File: src/rtl/core/ccc_pkg.sv
package ccc_pkg;

	typedef enum logic [1:0] {
		KIND_TICK = 2'd0,
		KIND_LOAD = 2'd1,
		KIND_READ = 2'd2
	} kind_t;

	typedef struct packed {
		logic [1:0] kind;
		logic [7:0] bcd_seconds;
		logic [7:0] bcd_minutes;
		logic [7:0] bcd_hours;
		logic [7:0] bcd_days;
		logic [7:0] bcd_months;
		logic [7:0] bcd_years;
	} in_t;

	typedef struct packed {
		logic [15:0] out_year;
		logic [4:0]  out_month;
		logic [5:0]  out_day;
		logic [5:0]  out_hour;
		logic [6:0]  out_minute;
		logic [6:0]  out_second;
	} out_t;

	// The year is kept together with its remainder modulo 100 and its century
	// modulo 4, which together settle the leap rule without a divider.
	typedef struct packed {
		logic [15:0] year;
		logic [6:0]  year_mod100;
		logic [1:0]  century_mod4;
		logic [4:0]  month;
		logic [5:0]  day;
		logic [5:0]  hour;
		logic [6:0]  minute;
		logic [6:0]  second;
	} cal_state_t;

	localparam logic [15:0] RST_YEAR = 16'd2011;
	localparam logic [6:0]  RST_YEAR_MOD100 = 7'd11;
	localparam logic [1:0]  RST_CENTURY_MOD4 = 2'd0;
	localparam logic [4:0]  RST_MONTH = 5'd12;
	localparam logic [5:0]  RST_DAY = 6'd13;
	localparam logic [5:0]  RST_HOUR = 6'd12;
	localparam logic [6:0]  RST_MINUTE = 7'd34;
	localparam logic [6:0]  RST_SECOND = 7'd56;

	localparam logic [6:0]  SECS_PER_MIN = 7'd60;
	localparam logic [6:0]  MINS_PER_HOUR = 7'd60;
	localparam logic [5:0]  HOURS_PER_DAY = 6'd24;
	localparam logic [4:0]  MONTHS_PER_YEAR = 5'd12;
	localparam logic [15:0] BASE_YEAR = 16'd2000;
	localparam logic [7:0]  YEARS_PER_CENTURY = 8'd100;
	localparam logic [7:0]  MASK_SEC_MIN = 8'h7F;
	localparam logic [7:0]  MASK_HOUR_DAY = 8'h3F;
	localparam logic [7:0]  MASK_MONTH = 8'h1F;

	function automatic logic [7:0] bcd_decode(input logic [7:0] b);
		logic [7:0] hi;
		logic [7:0] lo;
		hi = {4'd0, b[7:4]};
		lo = {4'd0, b[3:0]};
		return (hi << 3) + (hi << 1) + lo;
	endfunction

	function automatic logic [4:0] month_length(input logic [4:0] month, input logic leap);
		logic [4:0] len;
		unique case (month)
			5'd2: len = leap ? 5'd29 : 5'd28;
			5'd4, 5'd6, 5'd9, 5'd11: len = 5'd30;
			default: len = 5'd31;
		endcase
		return len;
	endfunction

endpackage

File: src/rtl/core/calendar_clock_counter_top.sv
// Two register stages: a transaction accepted on req is held in the input register,
// and its result is then registered on rsp.
// Throughput: one transaction per cycle when not stalled by rsp_ready; the result
// register advances whenever it is empty or being taken, and the input register
// also loads while it is empty. Reset: arst_n clears both valid flags and sets
// the time to 2011-12-13 12:34:56.
module calendar_clock_counter_top (
	input  logic          clk,
	input  logic          arst_n,
	input  logic          req_valid,
	output logic          req_ready,
	input  ccc_pkg::in_t  req,
	output logic          rsp_valid,
	input  logic          rsp_ready,
	output ccc_pkg::out_t rsp
);

	logic                valid_s1;
	ccc_pkg::in_t        item_s1;
	ccc_pkg::cal_state_t state_q;
	ccc_pkg::cal_state_t state_next;
	logic                advance;

	assign advance = !rsp_valid || rsp_ready;
	assign req_ready = !valid_s1 || advance;

	ccc_next u_next (
		.cur  (state_q),
		.item (item_s1),
		.nxt  (state_next)
	);

	always_ff @(posedge clk or negedge arst_n) begin
		if (!arst_n) begin
			valid_s1 <= 1'b0;
		end else if (req_ready) begin
			valid_s1 <= req_valid;
		end
	end

	always_ff @(posedge clk) begin
		if (req_ready && req_valid) begin
			item_s1 <= req;
		end
	end

	always_ff @(posedge clk or negedge arst_n) begin
		if (!arst_n) begin
			rsp_valid <= 1'b0;
			state_q.year <= ccc_pkg::RST_YEAR;
			state_q.year_mod100 <= ccc_pkg::RST_YEAR_MOD100;
			state_q.century_mod4 <= ccc_pkg::RST_CENTURY_MOD4;
			state_q.month <= ccc_pkg::RST_MONTH;
			state_q.day <= ccc_pkg::RST_DAY;
			state_q.hour <= ccc_pkg::RST_HOUR;
			state_q.minute <= ccc_pkg::RST_MINUTE;
			state_q.second <= ccc_pkg::RST_SECOND;
		end else if (advance) begin
			rsp_valid <= valid_s1;
			if (valid_s1) begin
				state_q <= state_next;
			end
		end
	end

	always_ff @(posedge clk) begin
		if (advance && valid_s1) begin
			rsp.out_year <= state_next.year;
			rsp.out_month <= state_next.month;
			rsp.out_day <= state_next.day;
			rsp.out_hour <= state_next.hour;
			rsp.out_minute <= state_next.minute;
			rsp.out_second <= state_next.second;
		end
	end

endmodule

File: src/rtl/core/ccc_next.sv
module ccc_next (
	input  ccc_pkg::cal_state_t cur,
	input  ccc_pkg::in_t        item,
	output ccc_pkg::cal_state_t nxt
);

	logic [7:0] dec_years;
	logic [6:0] sec_inc;
	logic [6:0] min_inc;
	logic [5:0] hour_inc;
	logic [5:0] day_inc;
	logic [4:0] month_inc;
	logic       leap;
	logic [4:0] mlen;
	logic       carry_s;
	logic       carry_m;
	logic       carry_h;
	logic       carry_d;
	logic       carry_mo;
	logic       year_wrap;
	ccc_pkg::cal_state_t loaded;
	ccc_pkg::cal_state_t ticked;

	always_comb begin
		dec_years = ccc_pkg::bcd_decode(item.bcd_years);
		loaded.second = 7'(ccc_pkg::bcd_decode(item.bcd_seconds & ccc_pkg::MASK_SEC_MIN));
		loaded.minute = 7'(ccc_pkg::bcd_decode(item.bcd_minutes & ccc_pkg::MASK_SEC_MIN));
		loaded.hour = 6'(ccc_pkg::bcd_decode(item.bcd_hours & ccc_pkg::MASK_HOUR_DAY));
		loaded.day = 6'(ccc_pkg::bcd_decode(item.bcd_days & ccc_pkg::MASK_HOUR_DAY));
		loaded.month = 5'(ccc_pkg::bcd_decode(item.bcd_months & ccc_pkg::MASK_MONTH));
		loaded.year = ccc_pkg::BASE_YEAR + {8'd0, dec_years};
		if (dec_years >= ccc_pkg::YEARS_PER_CENTURY) begin
			loaded.year_mod100 = 7'(dec_years - ccc_pkg::YEARS_PER_CENTURY);
			loaded.century_mod4 = 2'd1;
		end else begin
			loaded.year_mod100 = dec_years[6:0];
			loaded.century_mod4 = 2'd0;
		end
	end

	always_comb begin
		sec_inc = cur.second + 7'd1;
		min_inc = cur.minute + 7'd1;
		hour_inc = cur.hour + 6'd1;
		day_inc = cur.day + 6'd1;
		month_inc = cur.month + 5'd1;
		leap = (cur.year[1:0] == 2'd0) &&
			((cur.year_mod100 != 7'd0) || (cur.century_mod4 == 2'd0));
		mlen = ccc_pkg::month_length(cur.month, leap);

		carry_s = sec_inc >= ccc_pkg::SECS_PER_MIN;
		carry_m = carry_s && (min_inc >= ccc_pkg::MINS_PER_HOUR);
		carry_h = carry_m && (hour_inc >= ccc_pkg::HOURS_PER_DAY);
		carry_d = carry_h && (day_inc > {1'b0, mlen});
		carry_mo = carry_d && (month_inc > ccc_pkg::MONTHS_PER_YEAR);
		year_wrap = cur.year == 16'hFFFF;

		ticked = cur;
		ticked.second = carry_s ? 7'd0 : sec_inc;
		if (carry_s) begin
			ticked.minute = carry_m ? 7'd0 : min_inc;
		end
		if (carry_m) begin
			ticked.hour = carry_h ? 6'd0 : hour_inc;
		end
		if (carry_h) begin
			ticked.day = carry_d ? 6'd1 : day_inc;
		end
		if (carry_d) begin
			ticked.month = carry_mo ? 5'd1 : month_inc;
		end
		if (carry_mo) begin
			ticked.year = cur.year + 16'd1;
			if (year_wrap) begin
				ticked.year_mod100 = 7'd0;
				ticked.century_mod4 = 2'd0;
			end else if (cur.year_mod100 == 7'(ccc_pkg::YEARS_PER_CENTURY - 8'd1)) begin
				ticked.year_mod100 = 7'd0;
				ticked.century_mod4 = cur.century_mod4 + 2'd1;
			end else begin
				ticked.year_mod100 = cur.year_mod100 + 7'd1;
			end
		end
	end

	always_comb begin
		unique case (item.kind)
			ccc_pkg::KIND_TICK: nxt = ticked;
			ccc_pkg::KIND_LOAD: nxt = loaded;
			default: nxt = cur;
		endcase
	end

endmodule

File: config.mk
export PLATFORM = sky130hd
export DESIGN_NAME = calendar_clock_counter_top
export DESIGN_NICKNAME = d
export VERILOG_FILES = /design/src/rtl/core/ccc_pkg.sv /design/src/rtl/core/calendar_clock_counter_top.sv /design/src/rtl/core/ccc_next.sv
export SDC_FILE = /design/constraint.sdc
export NUM_CORES = 1
export LEC_CHECK = 0
export BUFFER_PORTS_ARGS = -buffer_cell sky130_fd_sc_hd__buf_2
export CORE_MARGIN = 5
export CORE_UTILIZATION = 64
export DETAILED_ROUTE_END_ITERATION = 6
export GPL_ROUTABILITY_DRIVEN = 0
export PLACE_DENSITY = 0.86
export RECOVER_POWER = 100
export SYNTH_ARGS = -nofsm -noshare
export SYNTH_HDL_FRONTEND = slang
export SYNTH_SLANG_ARGS = --single-unit
File: constraint.sdc
create_clock -name clk -period 5.4 [get_ports clk]
set_input_delay 0.54 -clock clk [delete_from_list [all_inputs] [get_ports clk]]
set_output_delay 0.54 -clock clk [all_outputs]
set_load 0.01 [all_outputs]
# Word-level counts from Yosys, hierarchy flattened
# Index checks and enable logic that the tools add are counted.
totals:
  reg_bits: 146
classes:
  addsub: 22
  magnitude_cmp: 6
  n_eq_ne: 10
  muxes: 17
  n_reduce_logical: 21
ops:
  columns: ["op", "n"]
  rows:
  - ["$pmux W56 S2", 1]
  - ["$mux W7", 4]
  - ["$mux W25", 1]
  - ["$mux W6", 4]
  - ["$add A7 B1 Y7 const B", 3]
  - ["$mux W9", 2]
  - ["$add A16 B1 Y16 const B", 1]
  - ["$eq A16 B16 Y1 const B", 1]
  - ["$add A6 B4 Y7", 2]
  - ["$add A7 B4 Y7", 2]
  - ["$ge A7 B6 Y1 const B", 2]
  - ["$add A11 B8 Y12 const A", 1]
  - ["$add A5 B3 Y6", 2]
  - ["$add A6 B1 Y6 const B", 2]
  - ["$add A6 B4 Y6", 2]
  - ["$eq A5 B3 Y1 const B", 2]
  - ["$eq A5 B4 Y1 const B", 2]
  - ["$mux W5", 2]
  - ["$add A7 B5 Y8", 1]
  - ["$add A8 B4 Y8", 1]
  - ["$ge A8 B7 Y1 const B", 1]
  - ["$eq A7 B7 Y1 const B", 1]
  - ["$logic_and A1 B1 Y1", 7]
  - ["$reduce_bool A7 Y1", 1]
  - ["other kinds (23)", 28]

# Depth between registers and ports, before layout
depth:
  depth_word: 11
  ltp_mapped: 16
  depth_no_buf: 15

# By module
# Synthesis repeated with hierarchy kept, for this count alone.
unflattened:
  cells_unflattened: 751
  area_unflattened_um2: 8852.2
by_module_without_submodules:
  columns: ["module", "n_inst", "cells_per_inst", "area_per_inst_um2", "seq_area_each_um2"]
  rows:
  - ["calendar_clock_counter_top", 1, 224, 5238.8, 4394.2]
  - ["ccc_next", 1, 527, 3613.5, 0.0]

# Least setup slack after synthesis
# Ideal clock, no wire load.
synth_timing:
  path_type: "register to register"
  start: "register item_s1[3] (netlist name)"
  end: "register state_q[31] (netlist name)"
  setup_ns: 0.132
  arrival_ns: 3.280
  setup_slack_ns: 1.989
  path_stages_with_launch: 16
  n_path_buf: 0
  synth_period_minus_slack_ns: 3.411
  path_cell_list: "edfxtp_1 inv_1 fa_1 inv_1 ha_1 a21o_1 a21oi_1 xnor2_1 ha_1 nor4bb_1 or3_1 o211ai_1 and3_1 nor2_1 a221oi_1 a211oi_1"
synth_between:
  elab_chain_len: 4
synth_rtl:
  columns: ["item", "line_no", "text"]
  rows:
  - ["from (decl)", "calendar_clock_counter_top.sv:19", "ccc_pkg::in_t item_s1;"]
  - ["from (signal assigned)", "calendar_clock_counter_top.sv:43", "item_s1 <= req;"]
  - ["$add A8 B4 Y8", "ccc_pkg.sv:65", "return (hi << 3) + (hi << 1) + lo;"]
  - ["$ge A8 B7 Y1", "ccc_next.sv:32", "if (dec_years >= ccc_pkg::YEARS_PER_CENTURY) begin"]
  - ["$mux W9", "ccc_next.sv:32", null]
  - ["$pmux W56 S2", "ccc_next.sv:87", "unique case (item.kind)"]
  - ["to (signal assigned)", "calendar_clock_counter_top.sv:61", "state_q <= state_next;"]
  - ["to (decl)", "calendar_clock_counter_top.sv:20", "ccc_pkg::cal_state_t state_q;"]
# Every way passes these cells.
# A chain may end at the register's enable or synchronous reset.

==> impl_metrics.py <==
metrics = {
    "critical_path": {
        "crit_chain": "ha_1 -> nand3_1 -> or3_1 -> o311ai_0 -> clkbuf_1 -> nand2b_1 -> nor3_1 -> clkbuf_1 -> a31oi_1 -> o21ai_0",
        "crit_end": "rsp[32]",
        "cp_num_buf_inv": 2,
        "cp.arrival_ns": 4.63,
        "slowest_stage": "clkbuf_1",
        "slowest_delay_ns": 0.88,
        "end_kind": "flop",
        "path_depth": 10,
        "startpoint": "state_q[0]",
        "crit_top_cell": "clkbuf_1",
        "critPathKind": "flop to flop",
        "r2r_cells": 10,
        "startpoint_type": "flop",
        "critPathRequiredTime_ns": 5.61,
        "r2r_slack_ns": 0.98,
        "cp_max_fo": 23,
        "cp_top_family": "buffers and inverters",
        "r2r-end": "rsp[32]",
        "reg2reg_from": "state_q[0]",
    },
    "route": {
        "initialDrtViolationCount": 1097,
        "num_vias": 7670,
        "avgRoutedWirePerCell_um": 19.1,
        "ant_nets": 0,
        "drt_drc_violations_left": 1,
        "vias_per_cell": 6.61,
        "drt-total-wl_um": 22100,
        "drtPass1Iterations": 7,
    },
    "cts": {
        "htree_num_levels": 4,
        "clk_pin_slew_ns": 0.06,
        "cts_tree": "yes",
        "root_buffer": "clkbuf_16",
        "cts_buffers": 17,
        "insertion_delay_ns": 0.43,
        "cts_setup_buffers": 0,
        "clockBufferDepth": 2,
        "cts_resized": 0,
        "ctsHoldBuffers": 0,
        "cts_sinks": 146,
    },
    "sta": {
        "fmax_ghz": 0.226,
        "maxSlewHeadroom_pct": -124,
        "rsz0062_at_grt": "no",
        "period_share_pct": 81.8,
        "finalSetupTns_ns": 0,
        "setup_viol_count_final": 0,
        "report.final.slew_viol_count": 160,
        "fin_crit_ns": 4.42,
        "skew_ns": 0.0125,
        "worst_pin_slew_ns": 3.35,
        "hold_viol": 0,
        "worst_slack_ns": 0.981,
    },
    "placed_design": {
        "portBuffers": 93,
        "hpwl_um": 14200,
        "pre_cts_slack_ns": 1.53,
    },
    "pwr": {
        "sw_frac_of_total_pct": 32.2,
        "power_density_nw_per_um2": 368,
        "intPower_mw": 2.48,
        "pwr-share-clk_pct": 30.7,
        "p_sw_mw": 1.18,
        "p_leak_nw": 3.79,
        "p_seq_share_pct": 43.8,
        "ir_drop_uv": 217,
        "comb_power_share_pct": 25.5,
    },
    "die": {
        "initial_utilization_pct": 64.7,
        "coreArea_um2": 13800,
        "dieArea_um2": 16400,
        "io_pins": 103,
        "die_x_um": 128,
        "die_h_um": 128,
        "row_count": 43,
    },
    "min_path": {
        "min_path_cells": 1,
        "hold_path_class": "primary input to flop",
    },
    "yosys": {
        "synth_top_area_share_pct": 29.6,
        "synth_fp_nets": 1008,
        "synth_seq_cells": 146,
        "syn-instance-count": 899,
        "synth_area_um2": 8920,
        "postSynthAreaPerCell_um2": 9.92,
        "ys_warn_count": 0,
        "synthTopCellsByArea": "edfxtp_1 (30%), dfrtp_1 (9.5%), dfstp_2 (7.1%)",
        "synth_edf_count": 88,
        "synth_cell_types": 73,
        "synth_area_leader_cell": "edfxtp_1",
        "ys.flop_type": "edfxtp_1",
        "synth_seq_area_share_pct": 46.2,
        "async_flop_share_pct": 39.7,
    },
    "grt": {
        "first_global_vias": 7239,
        "antenna_found_initial": 0,
        "grt-ovfl-total": 0,
        "grt_max_degree": 59,
        "grt_usage_pct": 27.9,
        "grt_pass1_wl_um": 36200,
        "met2_usage_pct": 44.9,
        "use_met1_pct": 37.2,
        "grt-busiest-layer": "met2",
        "grt_use_met3_pct": 5.46,
    },
    "finish": {
        "diodes": 0,
        "multiInputGateArea_um2": 4360,
        "final_cell_mix": "edfxtp_1 (88), nand2_1 (85), nor2_1 (60), clkbuf_1 (59), o21ai_0 (53)",
        "fill_cells": 1044,
        "final_common_cell": "edfxtp_1",
        "area_growth_pct": 11.4,
        "seq_area_um2": 4120,
        "drive_gt1_share_pct": 11.2,
        "layout.nets": 1077,
    },
    "run_status": {
        "status": "finished with violations",
        "violations": "DRC, capacitance limit, slew limit",
    },
    "job": {
        "max_cap_violations": 3,
    },
}
## Yosys cell counts (4+ instances only)
cell type  number
a211oi_1        4
a21o_1          7
a21oi_1        34
a221o_1         7
a221oi_1        7
a22o_1          4
a22oi_1        16
a311oi_1        7
a31oi_1        17
a32oi_1         8
and2_1         10
and3_1         14
buf_2           5
clkbuf_1       49
dfrtp_1        34
dfstp_2        24
edfxtp_1       88
fa_1            8
ha_1           47
inv_1          46
mux2_2          5
mux2i_1        13
nand2_1        85
nand2b_1       16
nand3_1        39
nand4_1        17
nor2_1         62
nor2b_1        10
nor3_1         12
nor3b_1         4
nor4_1         13
o211ai_1       11
o21ai_0        52
o22ai_1        15
o2bb2ai_1       5
o311ai_0        4
o31ai_1        13
or3_1           8
or4_1           6
xnor2_1        16
xor2_1          4
## stage by stage
step	hold WS [ns]	cell area, µm²	utilization [%]	std cells	total power [mW]
final	0.284	9930	72.1	1160	3.66
after global routing	0.263	9930	72.1	1160	3.87
after CTS	0.276	10000	72.9	1160	3.67
after detailed placement	0.484	9480	68.9	1129	2.54
after global placement	0.468	9480	68.9	1129	2.50
after floorplan	0.244	8920	-	899	2.26
## how the worst min path moves through the flow
stage	start	to	slack, ns
after floorplan	arst_n	rsp_valid	0.24
after global routing	req[28]	item_s1[28]	0.26
final	req[28]	item_s1[28]	0.28
after detailed placement	state_q[5]	state_q[5]	0.48
after CTS	req[28]	item_s1[28]	0.28
after global placement	valid_s1	rsp_valid	0.47
## cells by family (layout without fill, tap and decap cells)
| group | after synthesis | after routing | synth area share, % |
|---|---|---|---|
| buffers and inverters | 104 | 185 | 4.62 |
| xor gates and xnor gates | 21 | 21 | 2.22 |
| DFF | 146 | 146 | 46.2 |
| AOI/OAI and AO/OA | 246 | 246 | 19.0 |
| adders and majority gates | 56 | 56 | 8.50 |
| and+or+nand+nor | 308 | 308 | 17.3 |
| muxes | 18 | 18 | 2.09 |
## state kept, by name, indices dropped and copies added, names as in the netlist
register and count:
state_q 56, rsp 47, item_s1 41, rsp_valid 1, valid_s1 1
## worst reg2reg max path, delay by kind of cell (launching register included)
kind / cells / cell delay (ns)
compound gates: 3 / 0.70
simple gates: 4 / 1.29
buf+inv: 2 / 1.53
fa+ha+maj: 1 / 0.26
flops: 1 / 0.44
## routing by layer
| layer | vias to the layer above | part of all wire (%) |
|---|---|---|
| li1 | 3531 | - |
| met1 | 3619 | 39 |
| met2 | 451 | 49 |
| met3 | 69 | 8.4 |
| met4 | 0 | 3.6 |
| met5 | - | 0 |
## power by group through the flow
stage	Combinational (mW)	Clock (mW)	Sequential, mW
6_report	0.932	1.12	1.60
5_1_grt	1.04	1.20	1.63
3_5_place_dp	0.931	0	1.61
4_1_cts	0.946	1.13	1.59
3_3_place_gp	0.904	0	1.60
2_1_floorplan	0.712	0	1.55
## final cells by class
class	instances	area share (%)
Clock inverter	8	0.882
Multi-Input combinational cell	649	43.9
Timing Repair Buffer	107	4.90
Tap cell	180	2.27
Sequential cell	146	41.5
Clock buffer	23	4.71
Inverter	47	1.78
Power figures use the tool's default switching activity.
